File: src/design/assert_macros.svh
// assertion macros included by the modular exponentiation top level
`ifndef ASSERT_MACROS_SVH
`define ASSERT_MACROS_SVH
`ifndef NO_ASSERTIONS
`define ASSERT_CLK(label, prop, msg) \
   label: assert property (@(posedge clock) disable iff (reset) prop) else $error(msg);
`define ASSERT_CLK_ALWAYS(label, prop, msg) \
   label: assert property (@(posedge clock) prop) else $error(msg);
`else
`define ASSERT_CLK(label, prop, msg)
`define ASSERT_CLK_ALWAYS(label, prop, msg)
`endif
`endif

File: src/design/mexp_pkg.sv
// types and constants for the modular exponentiation block
package mexp_pkg;

   localparam int OPERAND_BITS_DEFAULT = 32;
   localparam int FIELD_BITS = 32;

   typedef struct packed {
      logic [FIELD_BITS-1:0] base;
      logic [FIELD_BITS-1:0] exponent;
      logic [FIELD_BITS-1:0] modulus;
   } req_type;

   typedef struct packed {
      logic [FIELD_BITS-1:0] power_result;
      logic                  bad_modulus;
   } rsp_type;

   typedef struct packed {
      logic busy;
      logic done;
   } mexp_mul_status_type;

   typedef enum logic [2:0] {
      ST_IDLE,
      ST_BASE_START,
      ST_BASE_WAIT,
      ST_CHECK,
      ST_MUL_WAIT,
      ST_SQR_START,
      ST_SQR_WAIT,
      ST_FINISH
   } mexp_state_type;

endpackage

File: src/design/mexp_mulmod.sv
// shared modular multiplier: interleaved shift, add and conditional subtract
module mexp_mulmod #(
   parameter int OPERAND_BITS = mexp_pkg::OPERAND_BITS_DEFAULT
) (
   input  logic                             clock,
   input  logic                             reset,
   input  logic                             start,
   input  logic [OPERAND_BITS-1:0]          x,
   input  logic [OPERAND_BITS-1:0]          y,
   input  logic [OPERAND_BITS-1:0]          n,
   output mexp_pkg::mexp_mul_status_type    status,
   output logic [OPERAND_BITS-1:0]          product
);
   import mexp_pkg::*;

   localparam int CW = $clog2(OPERAND_BITS);

   logic [OPERAND_BITS-1:0] r_ff, r_in;
   logic [OPERAND_BITS-1:0] x_ff, x_in;
   logic [OPERAND_BITS-1:0] y_ff, y_in;
   logic [OPERAND_BITS-1:0] n_ff, n_in;
   logic [CW-1:0]           cnt_ff, cnt_in;
   logic                    phase_ff, phase_in;
   logic                    busy_ff, busy_in;
   logic                    done_ff, done_in;

   logic [OPERAND_BITS:0]   dbl;
   logic [OPERAND_BITS:0]   sum;
   logic [OPERAND_BITS:0]   red_src;
   logic [OPERAND_BITS:0]   red_diff;
   logic [OPERAND_BITS-1:0] reduced;

   // phase 0 doubles the partial product, phase 1 adds x on a set bit of y
   always_comb begin
      dbl      = {r_ff, 1'b0};
      sum      = {1'b0, r_ff} + (y_ff[OPERAND_BITS-1] ? {1'b0, x_ff} : '0);
      red_src  = phase_ff ? sum : dbl;
      red_diff = red_src - {1'b0, n_ff};
      reduced  = (red_src >= {1'b0, n_ff}) ? red_diff[OPERAND_BITS-1:0]
                                           : red_src[OPERAND_BITS-1:0];
   end

   always_comb begin
      r_in     = r_ff;
      x_in     = x_ff;
      y_in     = y_ff;
      n_in     = n_ff;
      cnt_in   = cnt_ff;
      phase_in = phase_ff;
      busy_in  = busy_ff;
      done_in  = 1'b0;
      if (start) begin
         r_in     = '0;
         x_in     = x;
         y_in     = y;
         n_in     = n;
         cnt_in   = CW'(OPERAND_BITS - 1);
         phase_in = 1'b0;
         busy_in  = 1'b1;
      end else if (busy_ff) begin
         r_in     = reduced;
         phase_in = ~phase_ff;
         if (phase_ff) begin
            y_in = {y_ff[OPERAND_BITS-2:0], 1'b0};
            if (cnt_ff == '0) begin
               busy_in = 1'b0;
               done_in = 1'b1;
            end else begin
               cnt_in = cnt_ff - CW'(1);
            end
         end
      end
   end

   always_ff @(posedge clock) begin
      r_ff     <= r_in;
      x_ff     <= x_in;
      y_ff     <= y_in;
      n_ff     <= n_in;
      cnt_ff   <= cnt_in;
      phase_ff <= phase_in;
      if (reset) begin
         busy_ff <= 1'b0;
         done_ff <= 1'b0;
      end else begin
         busy_ff <= busy_in;
         done_ff <= done_in;
      end
   end

   assign status.busy = busy_ff;
   assign status.done = done_ff;
   assign product     = r_ff;

endmodule

File: src/design/modular_exponentiation.sv
// modular exponentiation top level: sequencer around one shared modular multiplier
// sequence, accept to result valid: the base is reduced by a multiply, then per exponent bit up
// to the highest set one a multiply if the bit is set and a squaring, then the finish state; a
// zero modulus goes straight to the finish state, which loads the result once the output is free
// throughput: one request at a time, ready again as the result loads; a stalled result holds it
// reset: synchronous, clears the sequencer, the multiplier and the result valid, no memory
`include "assert_macros.svh"

module modular_exponentiation #(
   parameter int OPERAND_BITS = mexp_pkg::OPERAND_BITS_DEFAULT
) (
   input  logic              clock,
   input  logic              reset,
   input  logic              req_valid,
   output logic              req_ready,
   input  mexp_pkg::req_type req_data,
   output logic              rsp_valid,
   input  logic              rsp_ready,
   output mexp_pkg::rsp_type rsp_data
);
   import mexp_pkg::*;

   mexp_state_type state_ff, state_in;

   logic [OPERAND_BITS-1:0] base_ff, base_in;
   logic [OPERAND_BITS-1:0] e_ff, e_in;
   logic [OPERAND_BITS-1:0] n_ff, n_in;
   logic [OPERAND_BITS-1:0] pw_ff, pw_in;
   logic [OPERAND_BITS-1:0] acc_ff, acc_in;
   logic                    bad_ff, bad_in;
   logic                    rsp_valid_ff, rsp_valid_in;
   rsp_type                 rsp_data_ff, rsp_data_in;

   logic [OPERAND_BITS-1:0] req_base, req_exp, req_mod;
   logic [OPERAND_BITS-1:0] one_mod;
   logic                    req_fire;
   logic                    out_free;

   logic                    mul_start;
   logic [OPERAND_BITS-1:0] mul_x, mul_y;
   logic [OPERAND_BITS-1:0] mul_product;
   mexp_mul_status_type     mul_status;

   logic                    mul_wait;
   logic                    acc_live;
   logic                    bad_rsp;

   assign req_base = req_data.base[OPERAND_BITS-1:0];
   assign req_exp  = req_data.exponent[OPERAND_BITS-1:0];
   assign req_mod  = req_data.modulus[OPERAND_BITS-1:0];
   // 1 reduced by the modulus
   assign one_mod  = (req_mod == OPERAND_BITS'(1)) ? '0 : OPERAND_BITS'(1);

   assign req_ready = (state_ff == ST_IDLE);
   assign req_fire  = req_valid && req_ready;
   assign out_free  = !rsp_valid_ff || rsp_ready;

   mexp_mulmod #(
      .OPERAND_BITS(OPERAND_BITS)
   ) u_mulmod (
      .clock   (clock),
      .reset   (reset),
      .start   (mul_start),
      .x       (mul_x),
      .y       (mul_y),
      .n       (n_ff),
      .status  (mul_status),
      .product (mul_product)
   );

   // next state
   always_comb begin
      state_in = state_ff;
      case (state_ff)
         ST_IDLE: begin
            if (req_fire) begin
               state_in = (req_mod == '0) ? ST_FINISH : ST_BASE_START;
            end
         end
         ST_BASE_START: begin
            state_in = ST_BASE_WAIT;
         end
         ST_BASE_WAIT: begin
            if (mul_status.done) begin
               state_in = ST_CHECK;
            end
         end
         ST_CHECK: begin
            if (e_ff == '0) begin
               state_in = ST_FINISH;
            end else if (e_ff[0]) begin
               state_in = ST_MUL_WAIT;
            end else begin
               state_in = ST_SQR_START;
            end
         end
         ST_MUL_WAIT: begin
            if (mul_status.done) begin
               state_in = ST_SQR_START;
            end
         end
         ST_SQR_START: begin
            state_in = ST_SQR_WAIT;
         end
         ST_SQR_WAIT: begin
            if (mul_status.done) begin
               state_in = ST_CHECK;
            end
         end
         ST_FINISH: begin
            if (out_free) begin
               state_in = ST_IDLE;
            end
         end
         default: begin
            state_in = ST_IDLE;
         end
      endcase
   end

   // multiplier control
   always_comb begin
      mul_start = 1'b0;
      mul_x     = pw_ff;
      mul_y     = pw_ff;
      case (state_ff)
         ST_BASE_START: begin
            mul_start = 1'b1;
            mul_x     = acc_ff;
            mul_y     = base_ff;
         end
         ST_CHECK: begin
            mul_start = (e_ff != '0) && e_ff[0];
            mul_x     = acc_ff;
            mul_y     = pw_ff;
         end
         ST_SQR_START: begin
            mul_start = 1'b1;
         end
         default: begin
            mul_start = 1'b0;
         end
      endcase
   end

   // datapath registers
   always_comb begin
      base_in      = base_ff;
      e_in         = e_ff;
      n_in         = n_ff;
      pw_in        = pw_ff;
      acc_in       = acc_ff;
      bad_in       = bad_ff;
      rsp_data_in  = rsp_data_ff;
      rsp_valid_in = rsp_valid_ff && !rsp_ready;
      if (req_fire) begin
         base_in = req_base;
         e_in    = req_exp;
         n_in    = req_mod;
         bad_in  = (req_mod == '0);
         acc_in  = (req_mod == '0) ? '0 : one_mod;
      end
      if (mul_status.done) begin
         case (state_ff)
            ST_BASE_WAIT: begin
               pw_in = mul_product;
            end
            ST_MUL_WAIT: begin
               acc_in = mul_product;
            end
            ST_SQR_WAIT: begin
               pw_in = mul_product;
               e_in  = {1'b0, e_ff[OPERAND_BITS-1:1]};
            end
            default: begin
               pw_in = pw_ff;
            end
         endcase
      end
      if (state_ff == ST_FINISH && out_free) begin
         rsp_data_in.power_result = FIELD_BITS'(acc_ff);
         rsp_data_in.bad_modulus  = bad_ff;
         rsp_valid_in             = 1'b1;
      end
   end

   always_ff @(posedge clock) begin
      base_ff     <= base_in;
      e_ff        <= e_in;
      n_ff        <= n_in;
      pw_ff       <= pw_in;
      acc_ff      <= acc_in;
      bad_ff      <= bad_in;
      rsp_data_ff <= rsp_data_in;
      if (reset) begin
         state_ff     <= ST_IDLE;
         rsp_valid_ff <= 1'b0;
      end else begin
         state_ff     <= state_in;
         rsp_valid_ff <= rsp_valid_in;
      end
   end

   assign rsp_valid = rsp_valid_ff;
   assign rsp_data  = rsp_data_ff;

   assign mul_wait = state_ff inside {ST_BASE_WAIT, ST_MUL_WAIT, ST_SQR_WAIT};
   assign acc_live = (state_ff != ST_IDLE) && !bad_ff;
   assign bad_rsp  = rsp_valid && rsp_data.bad_modulus;

   `ASSERT_CLK(a_start_when_free, mul_start |-> !mul_status.busy, "multiplier started while busy")
   `ASSERT_CLK(a_done_in_wait, mul_status.done |-> mul_wait, "multiplier done outside a wait state")
   `ASSERT_CLK(a_acc_reduced, acc_live |-> (acc_ff < n_ff), "running result not reduced")
   `ASSERT_CLK(a_bad_gives_zero, bad_rsp |-> (rsp_data.power_result == '0), "error result not zero")

endmodule

File: config.mk
export PLATFORM = sky130hd
export DESIGN_NAME = modular_exponentiation
export DESIGN_NICKNAME = d
export VERILOG_FILES = /design/src/design/mexp_pkg.sv /design/src/design/mexp_mulmod.sv /design/src/design/modular_exponentiation.sv
export VERILOG_INCLUDE_DIRS = /design/src /design/src/design
export SDC_FILE = /design/constraint.sdc
export NUM_CORES = 1
export LEC_CHECK = 0
export BUFFER_PORTS_ARGS = -buffer_cell sky130_fd_sc_hd__buf_2
export CORE_MARGIN = 4
export CORE_UTILIZATION = 30
export DETAILED_ROUTE_END_ITERATION = 7
export PLACE_DENSITY = 0.46
export SLEW_MARGIN = 30
export SYNTH_ARGS = -nofsm -noshare
export SYNTH_HDL_FRONTEND = slang
export SYNTH_SLANG_ARGS = --single-unit
File: constraint.sdc
create_clock -name clock -period 7.2 [get_ports clock]
set_clock_uncertainty 0.2 [all_clocks]
set_input_delay 1.08 -clock clock [delete_from_list [all_inputs] [get_ports clock]]
set_output_delay 1.08 -clock clock [all_outputs]
set_load 0.02 [all_outputs]
Yosys cells after proc, flatten, opt, wreduce, memory -nomap -nowiden
Index checks and enable logic that the tools add are counted.
- output and inout bits: 35
- register bits after elaboration: 334
- input bits: 100
- logic and storage cells: 90
- add/subtract/negate cells: 3
- magnitude comparators: 1
- reduce and logical (&&, ||, !) cells: 22
- equal/unequal tests: 12
- muxes and demuxes: 31
- bitwise logic cells: 3
- operator list (operator ; count):
    $mux W32 ; 13
    $logic_not A32 Y1 ; 2
    $add A32 B33 Y33 ; 1
    $ge A33 B32 Y1 ; 1
    $mux W33 ; 1
    $eq A32 B1 Y1 const B ; 1
    $reduce_bool A32 Y1 ; 1
    $sub A32 B32 Y32 ; 1
    $pmux W3 S7 ; 1
    $mux W3 ; 5
    $eq A3 B3 Y1 const B ; 4
    $mux W1 ; 9
    $eq A3 B2 Y1 const B ; 2
    $ne A2 B1 Y1 const B ; 3
    $reduce_or A2 Y1 ; 3
    $logic_not A5 Y1 ; 1
    $sub A5 B1 Y5 const B ; 1
    $logic_and A1 B1 Y1 ; 4
    $reduce_and A2 Y1 ; 2
    $reduce_and A4 Y1 ; 1
    $reduce_bool A2 Y1 ; 2
    $reduce_or A4 Y1 ; 1
    $eq A3 B1 Y1 const B ; 1
    $logic_not A3 Y1 ; 1
    other kinds (7) ; 10

Logic depth before layout (Yosys ltp)
- word-level depth: 6
- depth in mapped cells: 24
- depth with buffers taken out: 20

Hierarchy
A second synthesis with hierarchy kept.
- cells, all modules: 1499
- area, all modules: 16891.2 sq um
- by module, submodules not included (module ; cells each ; area each (sq um) ; seq. area each (sq um) ; times used):
    mexp_mulmod ; 956 ; 9312.7 ; 3683.5 ; 1
    modular_exponentiation ; 543 ; 7578.5 ; 5265.0 ; 1

Worst setup path before layout
Ideal clock, no wire load.
- kind: reg-to-reg
- from: register u_mulmod.y_ff[31]
- to: register u_mulmod.r_ff[10], in the netlist u_mulmod.product[10]
- required time: 6868 ps
- stages on the path, launching flop included: 25
- data arrival time: 4908 ps
- setup time: 132 ps
- buffers on the path: 4
- period minus slack after synthesis: 5240 ps
- setup slack: 1960 ps
- cell sequence: edfxtp_1 -> clkbuf_1 -> and2_1 -> ha_1 -> fa_1 -> a211oi_1 -> o211ai_1 -> a41o_1 -> a31oi_1 -> nor2_1 -> xor2_1 -> mux2_2 -> ha_1 -> clkbuf_1 -> a211oi_1 -> o211ai_1 -> a21oi_1 -> o22ai_1 -> nor4_1 -> a21oi_1 -> or2_1 -> buf_4 -> buf_4 -> mux2i_1 -> a21oi_1
- cells in the longest elaborated chain, start to end: 5
- elaborated cells on any way between the ends: 6
- classes of those cells: add/sub (2); order compare (1); mux (3)
- ends and longest elaborated chain (item ; RTL line ; source):
    from (decl) ; mexp_mulmod.sv:20 ; logic [OPERAND_BITS-1:0] y_ff, y_in;
    from (signal assigned) ; mexp_mulmod.sv:78 ; y_ff <= y_in;
    $mux W32 (*) ; mexp_mulmod.sv:36 ; sum = {1'b0, r_ff} + (y_ff[OPERAND_BITS-1] ? {1'b0, x_ff} : '0);
    $add A32 B33 Y33 (*) ; mexp_mulmod.sv:36 ;
    $mux W33 (*) ; mexp_mulmod.sv:37 ; red_src = phase_ff ? sum : dbl;
    $sub A32 B32 Y32 / $ge A33 B32 Y1 (equally long branches) ; mexp_mulmod.sv:38, mexp_mulmod.sv:39 ;
    $mux W32 (*) ; mexp_mulmod.sv:39 ; reduced = (red_src >= {1'b0, n_ff}) ? red_diff[OPERAND_BITS-1:0]
    to (signal assigned) ; mexp_mulmod.sv:76 ; r_ff <= r_in;
    to (decl) ; mexp_mulmod.sv:18 ; logic [OPERAND_BITS-1:0] r_ff, r_in;
Every way passes the cells marked *; elsewhere a longest branch is shown, timed or not.
A chain may end at the register's enable or synchronous reset.

Worst setup path in the final report
- from: register u_mulmod.y_ff[31]
- to: register u_mulmod.r_ff[8], in the netlist u_mulmod.product[8]
Same word-level chain as after synthesis.

==> impl_metrics.prom <==
# TYPE chip_impl_metric gauge
chip_impl_info{name="clock_tree.root_cell",value="sky130_fd_sc_hd__clkbuf_16"} 1
chip_impl_metric{name="grt_antenna_before_repair",unit=""} 0
chip_impl_metric{name="diodes",unit=""} 0
chip_impl_metric{name="dp.cells",unit=""} 2316
chip_impl_metric{name="initial_core_util",unit="%"} 30.4
chip_impl_metric{name="height_of_the_die",unit="microns"} 242
chip_impl_info{name="layout_common_cells",value="sky130_fd_sc_hd__edfxtp_1 (226), sky130_fd_sc_hd__nand2_1 (196), sky130_fd_sc_hd__buf_2 (134), sky130_fd_sc_hd__nor2_1 (126), sky130_fd_sc_hd__a21oi_1 (123)"} 1
chip_impl_metric{name="net_count_reported_at_finish",unit=""} 1829
chip_impl_metric{name="instance_count_of_the_mapped_netlist",unit=""} 1549
chip_impl_metric{name="finalWeightedCongestion",unit=""} 0.886
chip_impl_info{name="holdCritPathClass",value="reg2reg"} 1
chip_impl_info{name="worst_setup_path_endpoint",value="u_mulmod.product[8]"} 1
chip_impl_metric{name="worst-r2r-setup-slack",unit="ps"} 930
chip_impl_metric{name="gr-usage-all-layers",unit="%"} 14.5
chip_impl_metric{name="worst-endpoint-required",unit="ps"} 7430
chip_impl_metric{name="timing.max_cap.violations",unit=""} 0
chip_impl_info{name="critPathLaunchType",value="flop"} 1
chip_impl_metric{name="hold_viol",unit=""} 0
chip_impl_metric{name="n_fill_cell",unit=""} 5415
chip_impl_metric{name="routed-via-count",unit=""} 11700
chip_impl_metric{name="post_synth.cell_area_avg",unit="sq um"} 10.6
chip_impl_metric{name="synth_fp_nets",unit=""} 1716
chip_impl_metric{name="postRouteAntennaNets",unit=""} 0
chip_impl_info{name="crit_type",value="reg2reg"} 1
chip_impl_metric{name="drt_first_pass_iters",unit=""} 5
chip_impl_metric{name="horizontal_die_dimension",unit="microns"} 242
chip_impl_info{name="yosysTopAreaCell",value="sky130_fd_sc_hd__edfxtp_1"} 1
chip_impl_metric{name="clkSlewWorstSetupHoldPaths",unit="ps"} 60
chip_impl_metric{name="multi_input_comb_area",unit="sq mm"} 0.00696
chip_impl_metric{name="grt_start_max_net_pins",unit=""} 81
chip_impl_metric{name="first_global_vias",unit=""} 11500
chip_impl_metric{name="fmaxAchievable",unit="GHz"} 0.159
chip_impl_metric{name="placementRows",unit=""} 85
chip_impl_metric{name="globalRouteOverflowTotal",unit=""} 0
chip_impl_metric{name="drt-wirelength-per-cell",unit="microns"} 18.2
chip_impl_metric{name="timing.final.crit_share",unit="%"} 87.1
chip_impl_metric{name="dp.final_hpwl",unit="mm"} 31.3
chip_impl_info{name="cts_tree",value="done"} 1
chip_impl_metric{name="synth_sequential_area_ratio",unit="%"} 54.6
chip_impl_metric{name="core_region_area",unit="sq mm"} 0.0539
chip_impl_metric{name="syn_area",unit="sq mm"} 0.0164
chip_impl_metric{name="cts_repair_resize_count",unit=""} 0
chip_impl_metric{name="slew_headroom",unit="%"} 40.7
chip_impl_metric{name="power.density",unit="mW/mm^2"} 395
chip_impl_metric{name="synthesis.yosys.warnings",unit=""} 0
chip_impl_metric{name="power.leakage",unit="nW"} 7.39
chip_impl_metric{name="worst_ir_drop_vdd",unit="V"} 0.000159
chip_impl_metric{name="postCtsSetupRepairBufs",unit=""} 0
chip_impl_metric{name="htree_num_levels",unit=""} 2
chip_impl_metric{name="critical_path_peak_fanout",unit=""} 32
chip_impl_metric{name="wire_length_of_the_first_global_routing_pass",unit="mm"} 68.1
chip_impl_metric{name="vias_per_instance",unit=""} 4.91
chip_impl_metric{name="layoutNonFillerInstCount",unit=""} 2389
chip_impl_metric{name="totalWireLength",unit="mm"} 43.5
chip_impl_info{name="mostFrequentLayoutCell",value="sky130_fd_sc_hd__edfxtp_1"} 1
chip_impl_info{name="cp-end-kind",value="flop"} 1
chip_impl_metric{name="async_reset_ff_share",unit="%"} 0
chip_impl_metric{name="ys_seq_elements",unit=""} 334
chip_impl_metric{name="clock_path_buffers",unit=""} 3
chip_impl_info{name="outcome",value="completed"} 1
chip_impl_metric{name="detailedRoute.firstIterationViolations",unit=""} 772
chip_impl_metric{name="fin_worst_hold_slack",unit="ps"} 211
chip_impl_metric{name="place.port_buffers",unit=""} 134
chip_impl_info{name="critical_path.reg2reg.endpoint",value="u_mulmod.product[8]"} 1
chip_impl_metric{name="clk_latency",unit="ps"} 560
chip_impl_metric{name="synth_cell_type_count",unit=""} 78
chip_impl_metric{name="post-layout-total-power",unit="mW"} 7.54
chip_impl_metric{name="worst_pin_slew",unit="ps"} 889
chip_impl_info{name="critPathLaunch",value="u_mulmod.y_ff[31]"} 1
chip_impl_metric{name="num_io_pins",unit=""} 135
chip_impl_metric{name="min_period",unit="ps"} 6270
chip_impl_metric{name="synth_edf_count",unit=""} 226
chip_impl_metric{name="cts_buffers",unit=""} 40
chip_impl_metric{name="yosysTopAreaCellShare",unit="%"} 41.4
chip_impl_metric{name="slew_violations",unit=""} 0
chip_impl_metric{name="timing.final.setup_violations",unit=""} 0
chip_impl_metric{name="clock_sinks",unit=""} 334
chip_impl_metric{name="dieArea",unit="sq mm"} 0.0585
chip_impl_info{name="yosys_most_used_dff",value="sky130_fd_sc_hd__edfxtp_1"} 1
chip_impl_metric{name="post_route_cells_drive_above_1_share",unit="%"} 17.2
chip_impl_metric{name="layout.area.seq",unit="sq mm"} 0.00895
chip_impl_metric{name="area_delta_synth_final",unit="%"} 16.3
chip_impl_metric{name="wp_data_arrival",unit="ps"} 6500
chip_impl_metric{name="post-route-drc-count",unit=""} 0
chip_impl_info{name="r2r_start",value="u_mulmod.y_ff[31]"} 1
chip_impl_info{name="grt_setup_unrepaired",value="false"} 1
chip_impl_info{name="post_synth_main_area_contributors",value="sky130_fd_sc_hd__edfxtp_1 (41%), sky130_fd_sc_hd__dfxtp_1 (13%), sky130_fd_sc_hd__ha_1 (5.0%)"} 1
chip_impl_metric{name="total_neg_setup_slack",unit="ps"} 0
chip_impl_metric{name="ff2ff_path_depth",unit=""} 21
chip_impl_metric{name="holdBufCountCts",unit=""} 0
## logic make-up after synthesis
logic type / count (synthesis) / synth area share (%)
AO/OA/AOI/OAI: 371 / 14.1
XOR/XNOR: 51 / 2.72
adder cells (fa/ha/maj): 67 / 5.20
buffers and inverters: 139 / 3.27
flip-flops: 334 / 54.6
multiplexers: 105 / 6.81
AND/OR/NAND/NOR: 482 / 13.3
## flip-flops by register name (all words and copies together) (netlist names)
signal,count
u_mulmod.phase_ff,1
state_ff,3
u_mulmod.y_ff,32
u_mulmod.done_ff,1
rsp_data,33
u_mulmod.cnt_ff,5
e_ff,32
pw_ff,32
acc_ff,32
u_mulmod.n_ff,32
rsp_valid,1
base_ff,32
n_ff,32
u_mulmod.x_ff,32
bad_ff,1
u_mulmod.busy_ff,1
u_mulmod.product,32
## cells in the mapped netlist, types with 4 or more instances
master and number:
sky130_fd_sc_hd__o21bai_1 6, sky130_fd_sc_hd__buf_1 5, sky130_fd_sc_hd__mux2i_1 52, sky130_fd_sc_hd__clkbuf_1 65, sky130_fd_sc_hd__and2_1 32, sky130_fd_sc_hd__mux2_2 53, sky130_fd_sc_hd__inv_1 59, sky130_fd_sc_hd__a211oi_1 5
sky130_fd_sc_hd__o22ai_1 4, sky130_fd_sc_hd__ha_1 65, sky130_fd_sc_hd__nand2b_1 11, sky130_fd_sc_hd__o21ai_0 87, sky130_fd_sc_hd__dfxtp_1 108, sky130_fd_sc_hd__o31ai_1 4, sky130_fd_sc_hd__or3_1 10, sky130_fd_sc_hd__a21oi_1 123
sky130_fd_sc_hd__nand3_1 23, sky130_fd_sc_hd__xnor2_1 35, sky130_fd_sc_hd__xor2_1 16, sky130_fd_sc_hd__nor4_1 19, sky130_fd_sc_hd__nor2b_1 8, sky130_fd_sc_hd__nor3_1 14, sky130_fd_sc_hd__a21o_1 26, sky130_fd_sc_hd__nor2_1 128
sky130_fd_sc_hd__o2111ai_1 4, sky130_fd_sc_hd__a31oi_1 49, sky130_fd_sc_hd__edfxtp_1 226, sky130_fd_sc_hd__nand2_1 198, sky130_fd_sc_hd__buf_2 5, sky130_fd_sc_hd__and3_1 6, sky130_fd_sc_hd__o211ai_1 10, sky130_fd_sc_hd__o21a_1 7
sky130_fd_sc_hd__a21boi_0 4, sky130_fd_sc_hd__nand4_1 15
## area by class of cell
| class | instances | area share, % |
|---|---|---|
| tap | 696 | 4.56 |
| timing repair buffer | 148 | 4.17 |
| clock inverter | 20 | 0.656 |
| inverter | 62 | 1.25 |
| multi-input combinational | 1076 | 36.5 |
| sequential | 334 | 46.9 |
| clock buffer | 53 | 5.99 |
## through the flow
| step | cell area, sq um | utilization, % | worst slack, ps |
|---|---|---|---|
| after global placement | 17800 | 33.0 | 1080 |
| after floorplan | 16400 | - | 1960 |
| final | 19100 | 35.4 | 927 |
| after global routing | 19100 | 35.4 | 518 |
| after detailed placement | 17800 | 33.0 | 970 |
| after CTS | 19100 | 35.4 | 940 |
## worst min path at each step
stage,start,to,slack [ps],depth (start not counted)
6_report,n_ff[21],u_mulmod.n_ff[21],210,0
5_1_grt,n_ff[13],u_mulmod.n_ff[13],230,0
4_1_cts,n_ff[22],u_mulmod.n_ff[22],220,0
3_5_place_dp,n_ff[11],u_mulmod.n_ff[11],200,0
3_3_place_gp,bad_ff,rsp_data[0],200,0
2_1_floorplan,bad_ff,rsp_data[0],200,0
## routing by layer
| layer | vias up | global-route usage, % | wire, microns |
|---|---|---|---|
| li1 | 5892 | - | - |
| met2 | 242 | 21.5 | 18400 |
| met4 | 0 | 3.52 | 827 |
| met3 | 60 | 2.50 | 1870 |
| met1 | 5542 | 21.9 | 22400 |
| met5 | - | 0 | 0 |
## critical path, cell delays in order, from the launching register on
cell	delay, ps
sky130_fd_sc_hd__edfxtp_1	730
sky130_fd_sc_hd__and2_1	290
sky130_fd_sc_hd__ha_1	220
sky130_fd_sc_hd__fa_1	450
sky130_fd_sc_hd__a211oi_1	310
sky130_fd_sc_hd__o211ai_1	180
sky130_fd_sc_hd__a41o_1	300
sky130_fd_sc_hd__a31oi_1	260
sky130_fd_sc_hd__nor2_1	80
sky130_fd_sc_hd__xor2_1	140
sky130_fd_sc_hd__mux2_2	300
sky130_fd_sc_hd__ha_1	370
sky130_fd_sc_hd__a211oi_1	240
sky130_fd_sc_hd__o211ai_1	120
sky130_fd_sc_hd__a21oi_1	310
sky130_fd_sc_hd__o22ai_1	170
sky130_fd_sc_hd__nor4_1	460
sky130_fd_sc_hd__a21oi_1	160
sky130_fd_sc_hd__or2_1	230
sky130_fd_sc_hd__buf_4	260
sky130_fd_sc_hd__mux2i_1	240
sky130_fd_sc_hd__a21oi_1	90
## power by group
| part | total, mW | switching [mW] | internal (mW) |
|---|---|---|---|
| clock network | 1.95 | 0.828 | 1.12 |
| logic | 3.03 | 1.82 | 1.20 |
| registers | 2.56 | 0.257 | 2.30 |
No activity file was read; power rests on OpenSTA's default activity.
